`src/ps2kc_pkg.sv`:
```
package ps2kc_pkg;

  // Sizes.
  localparam int QUEUE_DEPTH = 256;
  localparam int RAM_BYTES   = 32;
  localparam int PTR_W       = $clog2(QUEUE_DEPTH);
  localparam int CNT_W       = $clog2(QUEUE_DEPTH + 1);
  localparam int RAM_AW      = $clog2(RAM_BYTES);
  localparam int MAX_OPS     = 4;
  localparam int OP_IDX_W    = $clog2(MAX_OPS);
  localparam int OP_CNT_W    = $clog2(MAX_OPS + 1);

  // Item modes.
  localparam logic [2:0] MODE_READ   = 3'd0;
  localparam logic [2:0] MODE_WRITE  = 3'd1;
  localparam logic [2:0] MODE_KEY    = 3'd2;
  localparam logic [2:0] MODE_MOVE   = 3'd3;
  localparam logic [2:0] MODE_BUTTON = 3'd4;

  // Status byte bits.
  localparam logic [7:0] STAT_OFULL   = 8'h01;
  localparam logic [7:0] STAT_SYS     = 8'h04;
  localparam logic [7:0] STAT_CMD     = 8'h08;
  localparam logic [7:0] STAT_AUX     = 8'h20;
  localparam logic [7:0] STAT_TIMEOUT = 8'h40;
  localparam logic [7:0] STAT_RESET   = 8'h18;

  // Command byte bits and defaults.
  localparam logic [7:0] CB_AUX_OFF  = 8'h20;
  localparam logic [7:0] CB_KBD_OFF  = 8'h10;
  localparam logic [7:0] CB_DEFAULT  = 8'h05;
  localparam logic [7:0] MOUSE_RES_DEFAULT  = 8'd4;
  localparam logic [7:0] MOUSE_RATE_DEFAULT = 8'd100;

  // Reply bytes.
  localparam logic [7:0] BYTE_ACK      = 8'hFA;
  localparam logic [7:0] BYTE_RESEND   = 8'hFE;
  localparam logic [7:0] BYTE_BAT_OK   = 8'hAA;
  localparam logic [7:0] BYTE_SELFTEST = 8'h55;
  localparam logic [7:0] BYTE_ID_LOW   = 8'h41;
  localparam logic [7:0] BYTE_INPORT   = 8'h40;
  localparam logic [7:0] PKT_BASE      = 8'h08;

  // Controller states.
  typedef enum logic [2:0] {
    S_IDLE,
    S_NEXT,
    S_ACT,
    S_SETTLE,
    S_FIN,
    S_DONE
  } ctrl_state_e;

  // Queue operation kinds.
  typedef enum logic {
    OP_PUSH,
    OP_REFILL
  } op_kind_e;

  typedef struct packed {
    op_kind_e   kind;
    logic       q;
    logic       raise;
    logic [7:0] value;
  } op_t;

  typedef struct packed {
    logic                decode;
    logic                act;
    logic                fin;
    logic [OP_IDX_W-1:0] idx;
  } dp_cmd_t;

  typedef struct packed {
    logic [OP_CNT_W-1:0] n_ops;
  } dp_status_t;

  typedef struct packed {
    logic [2:0]         mode;
    logic               port_select;
    logic [7:0]         data;
    logic signed [15:0] move_x;
    logic signed [15:0] move_y;
    logic               left_set;
    logic               left_down;
    logic               middle_set;
    logic               middle_down;
    logic               right_set;
    logic               right_down;
  } item_t;

  function automatic op_t mk_push(logic q, logic [7:0] value);
    op_t o;
    o.kind  = OP_PUSH;
    o.q     = q;
    o.raise = 1'b0;
    o.value = value;
    return o;
  endfunction

  function automatic op_t mk_refill(logic raise, logic q);
    op_t o;
    o.kind  = OP_REFILL;
    o.q     = q;
    o.raise = raise;
    o.value = 8'h00;
    return o;
  endfunction

endpackage

```
`src/ps2kc_ram.sv`:
```
module ps2kc_ram #(
  parameter int WIDTH = 8,
  parameter int DEPTH = 256
) (
  input  logic                     clk_i,
  input  logic                     we_i,
  input  logic [$clog2(DEPTH)-1:0] waddr_i,
  input  logic [WIDTH-1:0]         wdata_i,
  input  logic [$clog2(DEPTH)-1:0] raddr_i,
  output logic [WIDTH-1:0]         rdata_o
);

  logic [WIDTH-1:0] mem [DEPTH];

  // One write port, one registered read port.
  always_ff @(posedge clk_i) begin
    if (we_i) begin
      mem[waddr_i] <= wdata_i;
    end
    rdata_o <= mem[raddr_i];
  end

endmodule

```
`src/ps2kc_ctrl.sv`:
```
module ps2kc_ctrl (
  input  logic                  clk_i,
  input  logic                  rst_ni,
  input  logic                  start_i,
  output logic                  busy_o,
  output logic                  done_o,
  output ps2kc_pkg::dp_cmd_t    cmd_o,
  input  ps2kc_pkg::dp_status_t status_i
);

  import ps2kc_pkg::*;

  ctrl_state_e         state_q, state_d;
  logic [OP_CNT_W-1:0] idx_q, idx_d;

  // Next state.
  always_comb begin
    state_d = state_q;
    unique case (state_q)
      S_IDLE:   if (start_i) state_d = S_NEXT;
      S_NEXT:   state_d = (idx_q == status_i.n_ops) ? S_DONE : S_ACT;
      S_ACT:    state_d = S_SETTLE;
      S_SETTLE: state_d = S_FIN;
      S_FIN:    state_d = S_NEXT;
      S_DONE:   state_d = S_IDLE;
      default:  state_d = S_IDLE;
    endcase
  end

  // Operation index: cleared on accept, advanced after each operation.
  always_comb begin
    idx_d = idx_q;
    if (state_q == S_IDLE) begin
      idx_d = '0;
    end else if (state_q == S_FIN) begin
      idx_d = idx_q + OP_CNT_W'(1);
    end
  end

  // Outputs.
  always_comb begin
    cmd_o.decode = (state_q == S_IDLE) && start_i;
    cmd_o.act    = (state_q == S_ACT);
    cmd_o.fin    = (state_q == S_FIN);
    cmd_o.idx    = idx_q[OP_IDX_W-1:0];
    busy_o       = (state_q != S_IDLE);
    done_o       = (state_q == S_DONE);
  end

  always_ff @(posedge clk_i or negedge rst_ni) begin
    if (!rst_ni) begin
      state_q <= S_IDLE;
      idx_q   <= '0;
    end else begin
      state_q <= state_d;
      idx_q   <= idx_d;
    end
  end

endmodule

```
`src/ps2kc_datapath.sv`:
```
module ps2kc_datapath (
  input  logic                  clk_i,
  input  logic                  rst_ni,
  input  ps2kc_pkg::dp_cmd_t    cmd_i,
  output ps2kc_pkg::dp_status_t status_o,
  input  ps2kc_pkg::item_t      item_i,
  output logic [7:0]            read_data_o,
  output logic [1:0]            irq_line_o,
  output logic                  irq_retrigger_o,
  output logic                  a20_gate_o,
  output logic                  reset_request_o,
  output logic                  unknown_command_o,
  output logic                  queue_overflow_o
);

  import ps2kc_pkg::*;

  // Queue pointers and controller state.
  logic [PTR_W-1:0]    rd_q [2];
  logic [CNT_W-1:0]    cnt_q [2];
  logic [7:0]          ram_q [RAM_BYTES];
  logic [7:0]          latch_q;
  logic                consumed_q;
  logic [7:0]          status_q;
  logic [1:0]          irq_q;
  logic [7:0]          pend_q;
  logic [7:0]          pmouse_q;
  logic                scan_q;
  logic                m_scaling_q, m_stream_q, m_inactive_q;
  logic [7:0]          m_res_q, m_rate_q;
  logic [2:0]          btn_q;
  logic signed [15:0]  accx_q, accy_q;
  logic                a20_q;
  logic [7:0]          rdout_q;
  logic                rst_q, unk_q, ovf_q, retrig_q;
  op_t                 ops_q [MAX_OPS];
  logic [OP_CNT_W-1:0] nops_q;
  logic                push_ok_q;

  // Decode results.
  logic [7:0]          status_dec, pend_dec, pmouse_dec, rd_dec;
  logic                scan_dec, m_scaling_dec, m_stream_dec, m_inactive_dec;
  logic [7:0]          m_res_dec, m_rate_dec;
  logic [2:0]          btn_dec;
  logic signed [15:0]  accx_dec, accy_dec;
  logic                a20_dec, consumed_dec, clear_dec, rst_dec, unk_dec;
  logic [1:0]          irq_dec;
  logic                ram_we_dec;
  logic [RAM_AW-1:0]   ram_waddr_dec;
  logic [7:0]          ram_wdata_dec;
  op_t                 ops_dec [MAX_OPS];
  logic [OP_CNT_W-1:0] n_dec;

  // Mouse motion and packet build.
  logic signed [16:0]  sumx, sumy, ny;
  logic signed [15:0]  satx, saty, pk_x, pk_y;
  logic [7:0]          pk_hdr, pk_dx, pk_dy;
  logic                ovfx, ovfy;

  // Queue memories.
  logic [7:0]          key_rdata, aux_rdata;
  op_t                 op_cur;
  logic                push_full, key_we, aux_we;
  logic [CNT_W:0]      wsum;
  logic [PTR_W-1:0]    waddr;

  // Refill results.
  logic                rf_any, rf_q, rf_pop, rf_cons, rf_rt;
  logic [7:0]          rf_status;
  logic [1:0]          rf_irq;

  assign status_o.n_ops = nops_q;

  // Saturating accumulation of motion.
  always_comb begin
    sumx = {accx_q[15], accx_q} + {item_i.move_x[15], item_i.move_x};
    sumy = {accy_q[15], accy_q} + {item_i.move_y[15], item_i.move_y};
    if (sumx[16] != sumx[15]) begin
      satx = sumx[16] ? 16'sh8000 : 16'sh7FFF;
    end else begin
      satx = sumx[15:0];
    end
    if (sumy[16] != sumy[15]) begin
      saty = sumy[16] ? 16'sh8000 : 16'sh7FFF;
    end else begin
      saty = sumy[15:0];
    end
  end

  // Button bits as this item leaves them.
  always_comb begin
    btn_dec = btn_q;
    if (item_i.mode == MODE_BUTTON) begin
      if (item_i.left_set) btn_dec[0] = item_i.left_down;
      if (item_i.middle_set) btn_dec[2] = item_i.middle_down;
      if (item_i.right_set) btn_dec[1] = item_i.right_down;
    end
  end

  // Three-byte movement packet with clamping to plus or minus 255.
  always_comb begin
    pk_x = (item_i.mode == MODE_MOVE) ? satx : accx_q;
    pk_y = (item_i.mode == MODE_MOVE) ? saty : accy_q;
    ny   = 17'sd0 - $signed({pk_y[15], pk_y});
    ovfx = 1'b0;
    ovfy = 1'b0;
    if (pk_x > 16'sd255) begin
      pk_dx = 8'hFF;
      ovfx  = 1'b1;
    end else if (pk_x < -16'sd255) begin
      pk_dx = 8'h01;
      ovfx  = 1'b1;
    end else begin
      pk_dx = pk_x[7:0];
    end
    if (ny > 17'sd255) begin
      pk_dy = 8'hFF;
      ovfy  = 1'b1;
    end else if (ny < -17'sd255) begin
      pk_dy = 8'h01;
      ovfy  = 1'b1;
    end else begin
      pk_dy = ny[7:0];
    end
    pk_hdr = PKT_BASE | {ovfy, ovfx, ny[16], pk_x[15], 1'b0, btn_dec};
  end

  // Item decode: immediate state changes and the list of queue operations.
  always_comb begin
    status_dec     = status_q;
    pend_dec       = pend_q;
    pmouse_dec     = pmouse_q;
    scan_dec       = scan_q;
    m_scaling_dec  = m_scaling_q;
    m_stream_dec   = m_stream_q;
    m_inactive_dec = m_inactive_q;
    m_res_dec      = m_res_q;
    m_rate_dec     = m_rate_q;
    accx_dec       = accx_q;
    accy_dec       = accy_q;
    a20_dec        = a20_q;
    irq_dec        = irq_q;
    consumed_dec   = consumed_q;
    clear_dec      = 1'b0;
    rd_dec         = 8'h00;
    rst_dec        = 1'b0;
    unk_dec        = 1'b0;
    ram_we_dec     = 1'b0;
    ram_waddr_dec  = '0;
    ram_wdata_dec  = ram_q[0];
    n_dec          = '0;
    for (int i = 0; i < MAX_OPS; i++) begin
      ops_dec[i] = mk_refill(1'b0, 1'b0);
    end

    unique case (item_i.mode)
      MODE_READ: begin
        if (item_i.port_select) begin
          status_dec = status_q & ~STAT_TIMEOUT;
          rd_dec     = status_dec;
        end else begin
          status_dec   = status_q & ~(STAT_AUX | STAT_OFULL);
          irq_dec      = 2'd0;
          rd_dec       = latch_q;
          consumed_dec = 1'b1;
          ops_dec[0]   = mk_refill(1'b0, 1'b0);
          n_dec        = OP_CNT_W'(1);
        end
      end

      MODE_WRITE: begin
        status_dec = status_q & ~STAT_CMD;
        if (item_i.port_select) begin
          // Command port.
          priority if (item_i.data >= 8'h20 && item_i.data <= 8'h3F) begin
            ops_dec[0] = mk_push(1'b0, (item_i.data[4:0] == 5'd0) ?
                                 (ram_q[0] | (status_dec & STAT_SYS)) :
                                 ram_q[item_i.data[RAM_AW-1:0]]);
            n_dec = OP_CNT_W'(1);
          end else if ((item_i.data >= 8'h60 && item_i.data <= 8'h7F) ||
                       (item_i.data >= 8'hD1 && item_i.data <= 8'hD4)) begin
            status_dec = status_dec | STAT_CMD;
            pend_dec   = item_i.data;
          end else if (item_i.data >= 8'hF0) begin
            rst_dec = ~item_i.data[0];
          end else if (item_i.data == 8'hA1 || item_i.data == 8'hA9 ||
                       item_i.data == 8'hAB) begin
            ops_dec[0] = mk_push(1'b0, 8'h00);
            n_dec      = OP_CNT_W'(1);
          end else if (item_i.data == 8'hA7 || item_i.data == 8'hA8) begin
            ram_we_dec    = 1'b1;
            ram_wdata_dec = (ram_q[0] & ~CB_AUX_OFF) | (item_i.data[0] ? CB_AUX_OFF : 8'h00);
            if (!item_i.data[0]) begin
              ops_dec[0] = mk_refill(1'b1, 1'b1);
              n_dec      = OP_CNT_W'(1);
            end
          end else if (item_i.data == 8'hAA) begin
            status_dec    = status_dec | STAT_SYS;
            ram_we_dec    = 1'b1;
            ram_wdata_dec = ram_q[0] | STAT_SYS;
            ops_dec[0]    = mk_push(1'b0, BYTE_SELFTEST);
            n_dec         = OP_CNT_W'(1);
          end else if (item_i.data == 8'hAD || item_i.data == 8'hAE) begin
            ram_we_dec    = 1'b1;
            ram_wdata_dec = (ram_q[0] & ~CB_KBD_OFF) | (item_i.data[0] ? CB_KBD_OFF : 8'h00);
            if (!item_i.data[0]) begin
              ops_dec[0] = mk_refill(1'b1, 1'b0);
              n_dec      = OP_CNT_W'(1);
            end
          end else if (item_i.data == 8'hC0) begin
            ops_dec[0] = mk_push(1'b0, BYTE_INPORT);
            n_dec      = OP_CNT_W'(1);
          end else begin
            unk_dec = 1'b1;
          end
        end else begin
          // Data port.
          pend_dec = 8'h00;
          priority if (pend_q == 8'h00) begin
            unique case (item_i.data)
              8'hED: begin
                ops_dec[0] = mk_push(1'b0, BYTE_ACK);
                pend_dec   = 8'hED;
                n_dec      = OP_CNT_W'(1);
              end
              8'hEE: begin
                ops_dec[0] = mk_push(1'b0, BYTE_ACK);
                n_dec      = OP_CNT_W'(1);
              end
              8'hF2: begin
                ops_dec[0] = mk_push(1'b0, BYTE_ACK);
                ops_dec[1] = mk_push(1'b0, 8'hAB);
                ops_dec[2] = mk_push(1'b0, BYTE_ID_LOW);
                n_dec      = OP_CNT_W'(3);
              end
              8'hF3, 8'hF0: begin
                pend_dec   = item_i.data;
                ops_dec[0] = mk_push(1'b0, BYTE_ACK);
                n_dec      = OP_CNT_W'(1);
              end
              8'hF4, 8'hF5: begin
                scan_dec   = item_i.data[0];
                ops_dec[0] = mk_push(1'b0, BYTE_ACK);
                n_dec      = OP_CNT_W'(1);
              end
              8'hF6: begin
                clear_dec      = 1'b1;
                consumed_dec   = 1'b1;
                status_dec     = STAT_RESET;
                scan_dec       = 1'b0;
                ram_we_dec     = 1'b1;
                ram_wdata_dec  = CB_DEFAULT;
                m_scaling_dec  = 1'b0;
                m_stream_dec   = 1'b1;
                m_inactive_dec = 1'b1;
                m_res_dec      = MOUSE_RES_DEFAULT;
                m_rate_dec     = MOUSE_RATE_DEFAULT;
                ops_dec[0]     = mk_push(1'b0, BYTE_ACK);
                n_dec          = OP_CNT_W'(1);
              end
              8'hFF: begin
                scan_dec      = 1'b0;
                ram_we_dec    = 1'b1;
                ram_wdata_dec = CB_DEFAULT;
                ops_dec[0]    = mk_push(1'b0, BYTE_ACK);
                ops_dec[1]    = mk_push(1'b0, BYTE_BAT_OK);
                n_dec         = OP_CNT_W'(2);
              end
              8'h05: begin
                ops_dec[0] = mk_push(1'b0, BYTE_RESEND);
                n_dec      = OP_CNT_W'(1);
              end
              8'hFA, 8'hE8: begin
                ops_dec[0] = mk_push(1'b1, BYTE_RESEND);
                n_dec      = OP_CNT_W'(1);
              end
              default: unk_dec = 1'b1;
            endcase
          end else if (pend_q >= 8'h60 && pend_q <= 8'h7F) begin
            ram_we_dec    = 1'b1;
            ram_waddr_dec = pend_q[RAM_AW-1:0];
            ram_wdata_dec = item_i.data;
            ops_dec[0]    = mk_refill(1'b0, 1'b0);
            n_dec         = OP_CNT_W'(1);
          end else if (pend_q == 8'hD1) begin
            a20_dec = item_i.data[1];
          end else if (pend_q == 8'hD2) begin
            ops_dec[0] = mk_push(1'b0, item_i.data);
            n_dec      = OP_CNT_W'(1);
          end else if (pend_q == 8'hD3) begin
            ops_dec[0] = mk_push(1'b1, item_i.data);
            n_dec      = OP_CNT_W'(1);
          end else if (pend_q == 8'hD4) begin
            // Byte forwarded to the mouse.
            priority if (pmouse_q == 8'hE8 || pmouse_q == 8'hF3) begin
              if (pmouse_q == 8'hE8) begin
                m_res_dec = item_i.data;
              end else begin
                m_rate_dec = item_i.data;
              end
              ops_dec[0] = mk_push(1'b1, BYTE_ACK);
              pmouse_dec = 8'h00;
              n_dec      = OP_CNT_W'(1);
            end else if (pmouse_q != 8'h00) begin
              pmouse_dec = pmouse_q;
            end else begin
              unique case (item_i.data)
                8'hE6, 8'hE7: begin
                  m_scaling_dec = item_i.data[0];
                  ops_dec[0]    = mk_push(1'b1, BYTE_ACK);
                  n_dec         = OP_CNT_W'(1);
                end
                8'hE8, 8'hF3: begin
                  pmouse_dec = item_i.data;
                  ops_dec[0] = mk_push(1'b1, BYTE_ACK);
                  n_dec      = OP_CNT_W'(1);
                end
                8'hE9: begin
                  ops_dec[0] = mk_push(1'b1, BYTE_ACK);
                  ops_dec[1] = mk_push(1'b1, {1'b0, m_stream_q, ~m_inactive_q,
                                              ~m_scaling_q, 1'b0, btn_q});
                  ops_dec[2] = mk_push(1'b1, m_res_q);
                  ops_dec[3] = mk_push(1'b1, m_rate_q);
                  n_dec      = OP_CNT_W'(4);
                end
                8'hEA: begin
                  m_stream_dec = 1'b1;
                  ops_dec[0]   = mk_push(1'b1, BYTE_ACK);
                  n_dec        = OP_CNT_W'(1);
                end
                8'hF2: begin
                  ops_dec[0] = mk_push(1'b1, BYTE_ACK);
                  ops_dec[1] = mk_push(1'b1, 8'h00);
                  n_dec      = OP_CNT_W'(2);
                end
                8'hF4, 8'hF5: begin
                  m_inactive_dec = item_i.data[0];
                  ops_dec[0]     = mk_push(1'b1, BYTE_ACK);
                  n_dec          = OP_CNT_W'(1);
                end
                8'hF6: begin
                  m_scaling_dec  = 1'b0;
                  m_stream_dec   = 1'b1;
                  m_inactive_dec = 1'b1;
                  m_res_dec      = MOUSE_RES_DEFAULT;
                  m_rate_dec     = MOUSE_RATE_DEFAULT;
                  ops_dec[0]     = mk_push(1'b1, BYTE_ACK);
                  n_dec          = OP_CNT_W'(1);
                end
                8'hFF: begin
                  m_scaling_dec  = 1'b0;
                  m_stream_dec   = 1'b1;
                  m_inactive_dec = 1'b1;
                  m_res_dec      = MOUSE_RES_DEFAULT;
                  m_rate_dec     = MOUSE_RATE_DEFAULT;
                  ops_dec[0]     = mk_push(1'b1, BYTE_ACK);
                  ops_dec[1]     = mk_push(1'b1, BYTE_BAT_OK);
                  ops_dec[2]     = mk_push(1'b1, 8'h00);
                  n_dec          = OP_CNT_W'(3);
                end
                8'hBB: begin
                  pmouse_dec = 8'h00;
                end
                8'hE1, 8'h0A, 8'h88, 8'h00: begin
                  ops_dec[0] = mk_push(1'b1, BYTE_RESEND);
                  n_dec      = OP_CNT_W'(1);
                end
                default: unk_dec = 1'b1;
              endcase
            end
          end else if (pend_q == 8'hED || pend_q == 8'hF3) begin
            ops_dec[0] = mk_push(1'b0, BYTE_ACK);
            n_dec      = OP_CNT_W'(1);
          end else if (pend_q == 8'hF0) begin
            ops_dec[0] = mk_push(1'b0, BYTE_ACK);
            ops_dec[1] = mk_push(1'b0, 8'h02);
            n_dec      = (item_i.data == 8'h00) ? OP_CNT_W'(2) : OP_CNT_W'(1);
          end else begin
            unk_dec = 1'b1;
          end
        end
      end

      MODE_KEY: begin
        if (!scan_q) begin
          ops_dec[0] = mk_push(1'b0, item_i.data);
          n_dec      = OP_CNT_W'(1);
        end
      end

      MODE_MOVE: begin
        if (m_stream_q && !m_inactive_q) begin
          accx_dec = satx;
          accy_dec = saty;
          if (cnt_q[1] == '0 && (satx != 16'sd0 || saty != 16'sd0)) begin
            ops_dec[0] = mk_push(1'b1, pk_hdr);
            ops_dec[1] = mk_push(1'b1, pk_dx);
            ops_dec[2] = mk_push(1'b1, pk_dy);
            n_dec      = OP_CNT_W'(3);
            accx_dec   = 16'sd0;
            accy_dec   = 16'sd0;
          end
        end
      end

      MODE_BUTTON: begin
        if (btn_dec != btn_q) begin
          ops_dec[0] = mk_push(1'b1, pk_hdr);
          ops_dec[1] = mk_push(1'b1, pk_dx);
          ops_dec[2] = mk_push(1'b1, pk_dy);
          n_dec      = OP_CNT_W'(3);
          accx_dec   = 16'sd0;
          accy_dec   = 16'sd0;
        end
      end

      default: begin
        n_dec = '0;
      end
    endcase
  end

  // Push step: write address and full check.
  always_comb begin
    op_cur    = ops_q[cmd_i.idx];
    push_full = (cnt_q[op_cur.q] >= CNT_W'(QUEUE_DEPTH));
    wsum      = (CNT_W + 1)'(rd_q[op_cur.q]) + (CNT_W + 1)'(cnt_q[op_cur.q]);
    if (wsum >= (CNT_W + 1)'(QUEUE_DEPTH)) begin
      waddr = PTR_W'(wsum - (CNT_W + 1)'(QUEUE_DEPTH));
    end else begin
      waddr = PTR_W'(wsum);
    end
    key_we = cmd_i.act && (op_cur.kind == OP_PUSH) && !push_full && !op_cur.q;
    aux_we = cmd_i.act && (op_cur.kind == OP_PUSH) && !push_full && op_cur.q;
  end

  // Refill step: move the head of the first non-empty queue into the latch.
  always_comb begin
    rf_any    = (cnt_q[0] != '0) || (cnt_q[1] != '0);
    rf_q      = (cnt_q[0] == '0);
    rf_pop    = 1'b0;
    rf_cons   = consumed_q;
    rf_status = status_q;
    rf_irq    = irq_q;
    rf_rt     = 1'b0;
    if (rf_any) begin
      if (consumed_q) begin
        rf_pop  = 1'b1;
        rf_cons = 1'b0;
      end
      rf_status    = rf_status | STAT_OFULL;
      rf_status[5] = rf_q;
      if (ram_q[0][rf_q]) begin
        rf_irq = rf_q ? 2'd2 : 2'd1;
        rf_rt  = 1'b1;
      end
    end
    // Re-enable commands raise the interrupt again while the latch is full.
    if (op_cur.raise && !rf_cons) begin
      rf_status    = rf_status | STAT_OFULL;
      rf_status[5] = op_cur.q;
      if (ram_q[0][op_cur.q]) begin
        rf_irq = op_cur.q ? 2'd2 : 2'd1;
        rf_rt  = 1'b1;
      end
    end
  end

  ps2kc_ram #(.WIDTH(8), .DEPTH(QUEUE_DEPTH)) u_key_ram (
    .clk_i   (clk_i),
    .we_i    (key_we),
    .waddr_i (waddr),
    .wdata_i (op_cur.value),
    .raddr_i (rd_q[0]),
    .rdata_o (key_rdata)
  );

  ps2kc_ram #(.WIDTH(8), .DEPTH(QUEUE_DEPTH)) u_aux_ram (
    .clk_i   (clk_i),
    .we_i    (aux_we),
    .waddr_i (waddr),
    .wdata_i (op_cur.value),
    .raddr_i (rd_q[1]),
    .rdata_o (aux_rdata)
  );

  // State registers.
  always_ff @(posedge clk_i or negedge rst_ni) begin
    if (!rst_ni) begin
      for (int i = 0; i < 2; i++) begin
        rd_q[i]  <= '0;
        cnt_q[i] <= '0;
      end
      for (int i = 0; i < RAM_BYTES; i++) begin
        ram_q[i] <= '0;
      end
      ram_q[0]     <= CB_DEFAULT;
      latch_q      <= '0;
      consumed_q   <= 1'b1;
      status_q     <= STAT_RESET;
      irq_q        <= '0;
      pend_q       <= '0;
      pmouse_q     <= '0;
      scan_q       <= 1'b0;
      m_scaling_q  <= 1'b0;
      m_stream_q   <= 1'b1;
      m_inactive_q <= 1'b1;
      m_res_q      <= MOUSE_RES_DEFAULT;
      m_rate_q     <= MOUSE_RATE_DEFAULT;
      btn_q        <= '0;
      accx_q       <= '0;
      accy_q       <= '0;
      a20_q        <= 1'b0;
      rdout_q      <= '0;
      rst_q        <= 1'b0;
      unk_q        <= 1'b0;
      ovf_q        <= 1'b0;
      retrig_q     <= 1'b0;
      for (int i = 0; i < MAX_OPS; i++) begin
        ops_q[i] <= mk_refill(1'b0, 1'b0);
      end
      nops_q       <= '0;
      push_ok_q    <= 1'b0;
    end else if (cmd_i.decode) begin
      status_q     <= status_dec;
      pend_q       <= pend_dec;
      pmouse_q     <= pmouse_dec;
      scan_q       <= scan_dec;
      m_scaling_q  <= m_scaling_dec;
      m_stream_q   <= m_stream_dec;
      m_inactive_q <= m_inactive_dec;
      m_res_q      <= m_res_dec;
      m_rate_q     <= m_rate_dec;
      btn_q        <= btn_dec;
      accx_q       <= accx_dec;
      accy_q       <= accy_dec;
      a20_q        <= a20_dec;
      irq_q        <= irq_dec;
      consumed_q   <= consumed_dec;
      rdout_q      <= rd_dec;
      rst_q        <= rst_dec;
      unk_q        <= unk_dec;
      ovf_q        <= 1'b0;
      retrig_q     <= 1'b0;
      for (int i = 0; i < MAX_OPS; i++) begin
        ops_q[i] <= ops_dec[i];
      end
      nops_q <= n_dec;
      if (ram_we_dec) begin
        ram_q[ram_waddr_dec] <= ram_wdata_dec;
      end
      if (clear_dec) begin
        for (int i = 0; i < 2; i++) begin
          rd_q[i]  <= '0;
          cnt_q[i] <= '0;
        end
      end
    end else if (cmd_i.act) begin
      if (op_cur.kind == OP_PUSH) begin
        if (push_full) begin
          ovf_q     <= 1'b1;
          push_ok_q <= 1'b0;
        end else begin
          cnt_q[op_cur.q] <= cnt_q[op_cur.q] + CNT_W'(1);
          push_ok_q       <= 1'b1;
        end
      end else begin
        push_ok_q <= 1'b1;
      end
    end else if (cmd_i.fin && push_ok_q) begin
      consumed_q <= rf_cons;
      status_q   <= rf_status;
      irq_q      <= rf_irq;
      if (rf_rt) begin
        retrig_q <= 1'b1;
      end
      if (rf_pop) begin
        latch_q      <= rf_q ? aux_rdata : key_rdata;
        cnt_q[rf_q]  <= cnt_q[rf_q] - CNT_W'(1);
        rd_q[rf_q]   <= (rd_q[rf_q] == PTR_W'(QUEUE_DEPTH - 1)) ? '0 :
                        rd_q[rf_q] + PTR_W'(1);
      end
    end
  end

  assign read_data_o       = rdout_q;
  assign irq_line_o        = irq_q;
  assign irq_retrigger_o   = retrig_q;
  assign a20_gate_o        = a20_q;
  assign reset_request_o   = rst_q;
  assign unknown_command_o = unk_q;
  assign queue_overflow_o  = ovf_q;

endmodule

```
`src/ps2_keyboard_mouse_controller.sv`:
```
// PS/2 keyboard and mouse controller in the style of the 8042. An item is
// taken when start_i is high and busy_o is low; its result appears on the
// result ports for exactly one cycle with done_o high, and the receiver
// cannot hold it off, so sample it on that cycle. An item moves n bytes
// through the queues (n from 0 to 4), one step per queue push or latch
// refill: the write, a settle state because the keyboard and aux queue
// memories have a registered read port, the latch update, and the check for
// the next step.
module ps2_keyboard_mouse_controller (
  input  logic               clk_i,
  input  logic               rst_ni,
  input  logic               start_i,
  output logic               busy_o,
  input  logic [2:0]         mode_i,
  input  logic               port_select_i,
  input  logic [7:0]         data_i,
  input  logic signed [15:0] move_x_i,
  input  logic signed [15:0] move_y_i,
  input  logic               left_set_i,
  input  logic               left_down_i,
  input  logic               middle_set_i,
  input  logic               middle_down_i,
  input  logic               right_set_i,
  input  logic               right_down_i,
  output logic               done_o,
  output logic [7:0]         read_data_o,
  output logic [1:0]         irq_line_o,
  output logic               irq_retrigger_o,
  output logic               a20_gate_o,
  output logic               reset_request_o,
  output logic               unknown_command_o,
  output logic               queue_overflow_o
);

  import ps2kc_pkg::*;

  dp_cmd_t    cmd;
  dp_status_t status;
  item_t      item;

  // Bundle the input beat.
  always_comb begin
    item.mode        = mode_i;
    item.port_select = port_select_i;
    item.data        = data_i;
    item.move_x      = move_x_i;
    item.move_y      = move_y_i;
    item.left_set    = left_set_i;
    item.left_down   = left_down_i;
    item.middle_set  = middle_set_i;
    item.middle_down = middle_down_i;
    item.right_set   = right_set_i;
    item.right_down  = right_down_i;
  end

  ps2kc_ctrl u_ctrl (
    .clk_i    (clk_i),
    .rst_ni   (rst_ni),
    .start_i  (start_i),
    .busy_o   (busy_o),
    .done_o   (done_o),
    .cmd_o    (cmd),
    .status_i (status)
  );

  ps2kc_datapath u_datapath (
    .clk_i             (clk_i),
    .rst_ni            (rst_ni),
    .cmd_i             (cmd),
    .status_o          (status),
    .item_i            (item),
    .read_data_o       (read_data_o),
    .irq_line_o        (irq_line_o),
    .irq_retrigger_o   (irq_retrigger_o),
    .a20_gate_o        (a20_gate_o),
    .reset_request_o   (reset_request_o),
    .unknown_command_o (unknown_command_o),
    .queue_overflow_o  (queue_overflow_o)
  );

endmodule

```
`config.mk`:
```
export PLATFORM = sky130hd
export DESIGN_NAME = ps2_keyboard_mouse_controller
export DESIGN_NICKNAME = d
export VERILOG_FILES = /design/src/ps2kc_pkg.sv /design/src/ps2kc_ram.sv /design/src/ps2kc_ctrl.sv /design/src/ps2kc_datapath.sv /design/src/ps2_keyboard_mouse_controller.sv
export SDC_FILE = /design/constraint.sdc
export NUM_CORES = 2
export LEC_CHECK = 0
export BUFFER_PORTS_ARGS = -buffer_cell sky130_fd_sc_hd__buf_2
export CAP_MARGIN = 20
export CORE_MARGIN = 5
export CORE_UTILIZATION = 35
export DETAILED_ROUTE_END_ITERATION = 6
export PLACE_DENSITY_LB_ADDON = 0.15
export SLEW_MARGIN = 10
export SYNTH_ARGS = -nofsm -noshare
export SYNTH_HDL_FRONTEND = slang
export SYNTH_SLANG_ARGS = --single-unit
export TNS_END_PERCENT = 20
```
`constraint.sdc`:
```
create_clock -name clk_i -period 11.15 [get_ports clk_i]
set_clock_uncertainty 0.15 [all_clocks]
set_input_delay 1.115 -clock clk_i [delete_from_list [all_inputs] [get_ports clk_i]]
set_output_delay 1.115 -clock clk_i [all_outputs]
set_load 0.01 [all_outputs]
```
==> summary.txt <==
Outcome
  • Status: finished clean

Detailed routing
  • Drt initial violations: 8613
  • Final WL: 497000 um
  • Vias per cell: 5.43
  • Drt pass-1 iters: 6
  • Vias: 90800
  • Post-route ant nets: 0
  • Post-DR wirelength/cell: 29.7 um
  • DRC Markers: 0

Global route
  • Vias in the first global route: 93400
  • Initial antenna violation count: 24
  • Largest net degree at the start of global routing: 201
  • First-pass GRT wire length: 711000 um
  • Grt total ovfl: 0
  • GRT Total Usage: 0.181

Critical path
  • Data required, critical path: 11.61 ns
  • CP Class: register to register
  • Flop2flop setup slack: 4.28 ns
  • Worst Reg-to-Reg Cells: 12
  • CP peak stage delay: 0.96 ns
  • Critical path startpoint category: register
  • Worst path slowest cell: nor2_1
  • Crit path capture: u_datapath.u_key_ram.mem[249][2]
  • CP top delay family: simple AND/OR/NAND/NOR gates
  • R2R Path Start: u_ctrl.idx_q[1]
  • Critical path arrival: 7.33 ns
  • Critical Path Sink Type: register
  • RR Endpoint: u_datapath.u_key_ram.mem[249][2]
  • Critical path launch point: u_ctrl.idx_q[1]
  • Critical path cell sequence: mux4_2 -> mux2_2 -> ha_1 -> fa_1 -> a21o_1 -> a21oi_1 -> o21bai_1 -> a21oi_1 -> xor2_1 -> nor2_1 -> nand2_2 -> nor2_1
  • Crit path depth: 12
  • Crit-path max FO: 32
  • CP Buf/Inv Count: 0

STA
  • Hold Fails Final Rpt: 0
  • Worst relative slew slack: 0.112
  • Final Setup Violations: 0
  • Post-route setup slack: 4.28 ns
  • Tmin final: 6.87 ns
  • Slew Limit Fails: 0
  • Worst slew pin tran: 1.33 ns
  • RSZ-0062 raised after global routing: no
  • Sum of negative setup slack: 0 ns
  • FMAX: 0.145 GHz
  • Final period utilization: 0.617

Logic synthesis
  • FF+latch count, synth: 4552
  • Area leader, netlist: edfxtp_1
  • Syn Nets: 9326
  • Avg Cell Area, Syn: 19.8 sq um
  • Seq/Total Area, Yosys: 0.734
  • Syn Std Cell Area: 183000 sq um
  • EDFF count, synth: 4096
  • Post-synth ARST share: 0.0967
  • Synth cell types: 104
  • Mapped Cells: 9223
  • Synth top area share: 0.672
  • Area contributors post-synth: edfxtp_1 67%, mux4_2 18%, dfrtp_1 5.8%
  • Yosys warning count: 0
  • Synth Flop Type: edfxtp_1

Clock tree
  • TritonCTS buffer count: 470
  • Clk buf depth: 4
  • H-tree lvl count: 5
  • Clock latency at the later pin of the worst-skew pair: 1.04 ns
  • CTS tree: yes
  • Clk sinks: 4552
  • Root Driver: clkbuf_16
  • Worst-path clk slew: 0.06 ns

Pwr
  • Maximum vdd drop: 0.511 mV
  • Switch Pwr: 16.9 mW
  • Pleak: 67.9 nW
  • Combinational power share: 0.297
  • Sw Share: 0.326
  • Internal power: 35.1 mW
  • Power Density: 251 nW/um^2
  • Sequential Power Share: 0.399
  • Clk network pwr share: 0.304

Floorplan
  • Height of the chip: 733 um
  • Effective utilization at floorplan: 0.351
  • Area of the core: 521000 sq um
  • Row cnt: 265
  • I/O pins: 70
  • Die Width: 733 um
  • Die Area: 538000 sq um

Cells and area
  • Final Net Count: 9479
  • P&R area growth vs syn: 13.2%
  • Share of layout cells above drive strength 1: 0.258

Place
  • Post-Place Setup Slack: 3.69 ns
  • RD Place Congestion: 0.845
  • Dpl hpwl: 297000 um
  • PortBufs: 69

Min path
  • Hold WC Path Type: input port to register

Flow run
  • Max Cap Viol: 0
[final cells by class]
class                           count  area [sq um]
Timing Repair Buffer              240          1940
Multi-Input combinational cell   4068         46600
Clock inverter                    312          3210
Antenna cell                       12          30.0
Clock buffer                      560         12200
Inverter                           44           165
Sequential cell                  4552        134000
Tap cell                         6942          8690
Fill cell                       46300        314000
[worst reg2reg max path, cell delays in order, from the launching register on]
cell	delay, ns
dfrtp_1	0.71
mux4_2	0.86
mux2_2	0.48
ha_1	0.22
fa_1	0.49
a21o_1	0.18
a21oi_1	0.37
o21bai_1	0.11
a21oi_1	0.27
xor2_1	0.14
nor2_1	0.67
nand2_2	0.85
nor2_1	0.99
[what timing repair did]
action | in CTS | in global routing
hold endpoints to repair | 51 | 0
buffers inserted | 0 | 0
endpoints found under the setup margin | 0 | 0
hold buffers | 1 | 0
resized for setup | 0 | 0
[metal layers]
layer / vias to the layer above / track usage / part of all wire
met4: 2 / 0.0403 / 0.024
met2: 2721 / 0.295 / 0.48
met3: 599 / 0.0272 / 0.054
li1: 38100 / - / -
met5: - / 0 / 0.000026
met1: 49400 / 0.259 / 0.44
[flip-flops by register name, summed over array words and instances, names as in the netlist, 16 cells and up]
signal / cells
u_datapath.u_aux_ram.mem: 2048
u_datapath.rd_q: 16
u_datapath.ops_q: 41
u_datapath.ram_q: 256
u_datapath.accx_q: 16
u_datapath.accy_q: 16
u_datapath.u_key_ram.mem: 2048
u_datapath.cnt_q: 18
[synth_stat cells (47+ instances only)]
| library cell | n |
|---|---|
| dfrtp_1 | 426 |
| ha_1 | 47 |
| nor2_1 | 723 |
| xnor2_1 | 47 |
| a21oi_1 | 103 |
| mux4_2 | 1450 |
| nand2_1 | 602 |
| buf_1 | 135 |
| o21ai_0 | 433 |
| nand3_1 | 57 |
| clkbuf_1 | 409 |
| edfxtp_1 | 4096 |
[cell families (layout without fill, tap and decap cells)]
logic type / after synthesis / after routing / share of synthesized area
other: 0 / 12 / 0
flip-flops: 4552 / 4552 / 0.734
multiplexers: 1502 / 1502 / 0.181
adder cells (fa/ha/maj): 55 / 55 / 0.00381
buffers and inverters: 603 / 1156 / 0.0129
XOR/XNOR: 65 / 65 / 0.00311
AND/OR/NAND/NOR: 1607 / 1607 / 0.0369
AO/OA/AOI/OAI: 839 / 839 / 0.0279
[cell usage in the layout (no fill, tap or decap), types with 14 or more instances in the layout]
| cell | instances |
|---|---|
| buf_12 | 15 |
| edfxtp_1 | 4096 |
| dfxtp_1 | 16 |
| dfrtp_1 | 414 |
| mux4_2 | 1442 |
| buf_4 | 150 |
| clkinv_1 | 110 |
| dfstp_2 | 14 |
| nor2_1 | 721 |
| a22o_1 | 34 |
| or3_1 | 17 |
| nand2_2 | 38 |
| clkinvlp_4 | 17 |
| inv_6 | 14 |
| o21ai_0 | 433 |
| o21a_1 | 15 |
| inv_1 | 44 |
| mux2i_1 | 33 |
| clkinv_2 | 93 |
| and3_1 | 22 |
| xnor2_1 | 47 |
| o31ai_1 | 37 |
| nand2b_1 | 23 |
| nand3_1 | 57 |
| bufinv_16 | 58 |
| nor3_1 | 43 |
| a31oi_1 | 39 |
| xor2_1 | 18 |
| nand2_1 | 556 |
| clkbuf_16 | 473 |
| buf_2 | 66 |
| mux2_2 | 19 |
| a21o_1 | 28 |
| nor2b_1 | 21 |
| a21oi_1 | 102 |
| clkbuf_1 | 81 |
| ha_1 | 47 |
[per-stage QoR]
stage	hold WS, ns	cells	instance area, sq um	util	total power, mW
after floorplan	0.279	9223	183000	-	30.8
after global placement	0.236	15800	192000	0.367	36.6
after detailed placement	0.241	15800	192000	0.367	36.8
after CTS	0.0954	16700	207000	0.397	52.7
after global routing	0.161	16700	207000	0.397	54.1
final	0.214	16700	207000	0.398	52.0
[worst min-delay path by stage]
stage,from,endpoint,cells after the start
floorplan,u_datapath.u_aux_ram.rdata_o[0],u_datapath.latch_q[0],2
CTS,left_down_i,u_datapath.btn_q[0],2
finish,right_down_i,u_datapath.btn_q[1],2
global route,right_down_i,u_datapath.btn_q[1],2
global placement,u_datapath.pmouse_q[2],u_datapath.pmouse_q[2],0
detailed placement,u_datapath.pmouse_q[2],u_datapath.pmouse_q[2],0
[power groups by stage]
stage | sequential [mW] | clock (mW) | combinational, mW
4_1_cts | 20.7 | 16.2 | 15.7
5_1_grt | 20.8 | 16.9 | 16.4
2_1_floorplan | 21.0 | 0 | 9.74
6_report | 20.7 | 15.8 | 15.5
3_3_place_gp | 21.1 | 0 | 15.5
3_5_place_dp | 21.1 | 0 | 15.7
Note: power is estimated with default switching activity, not from simulation.
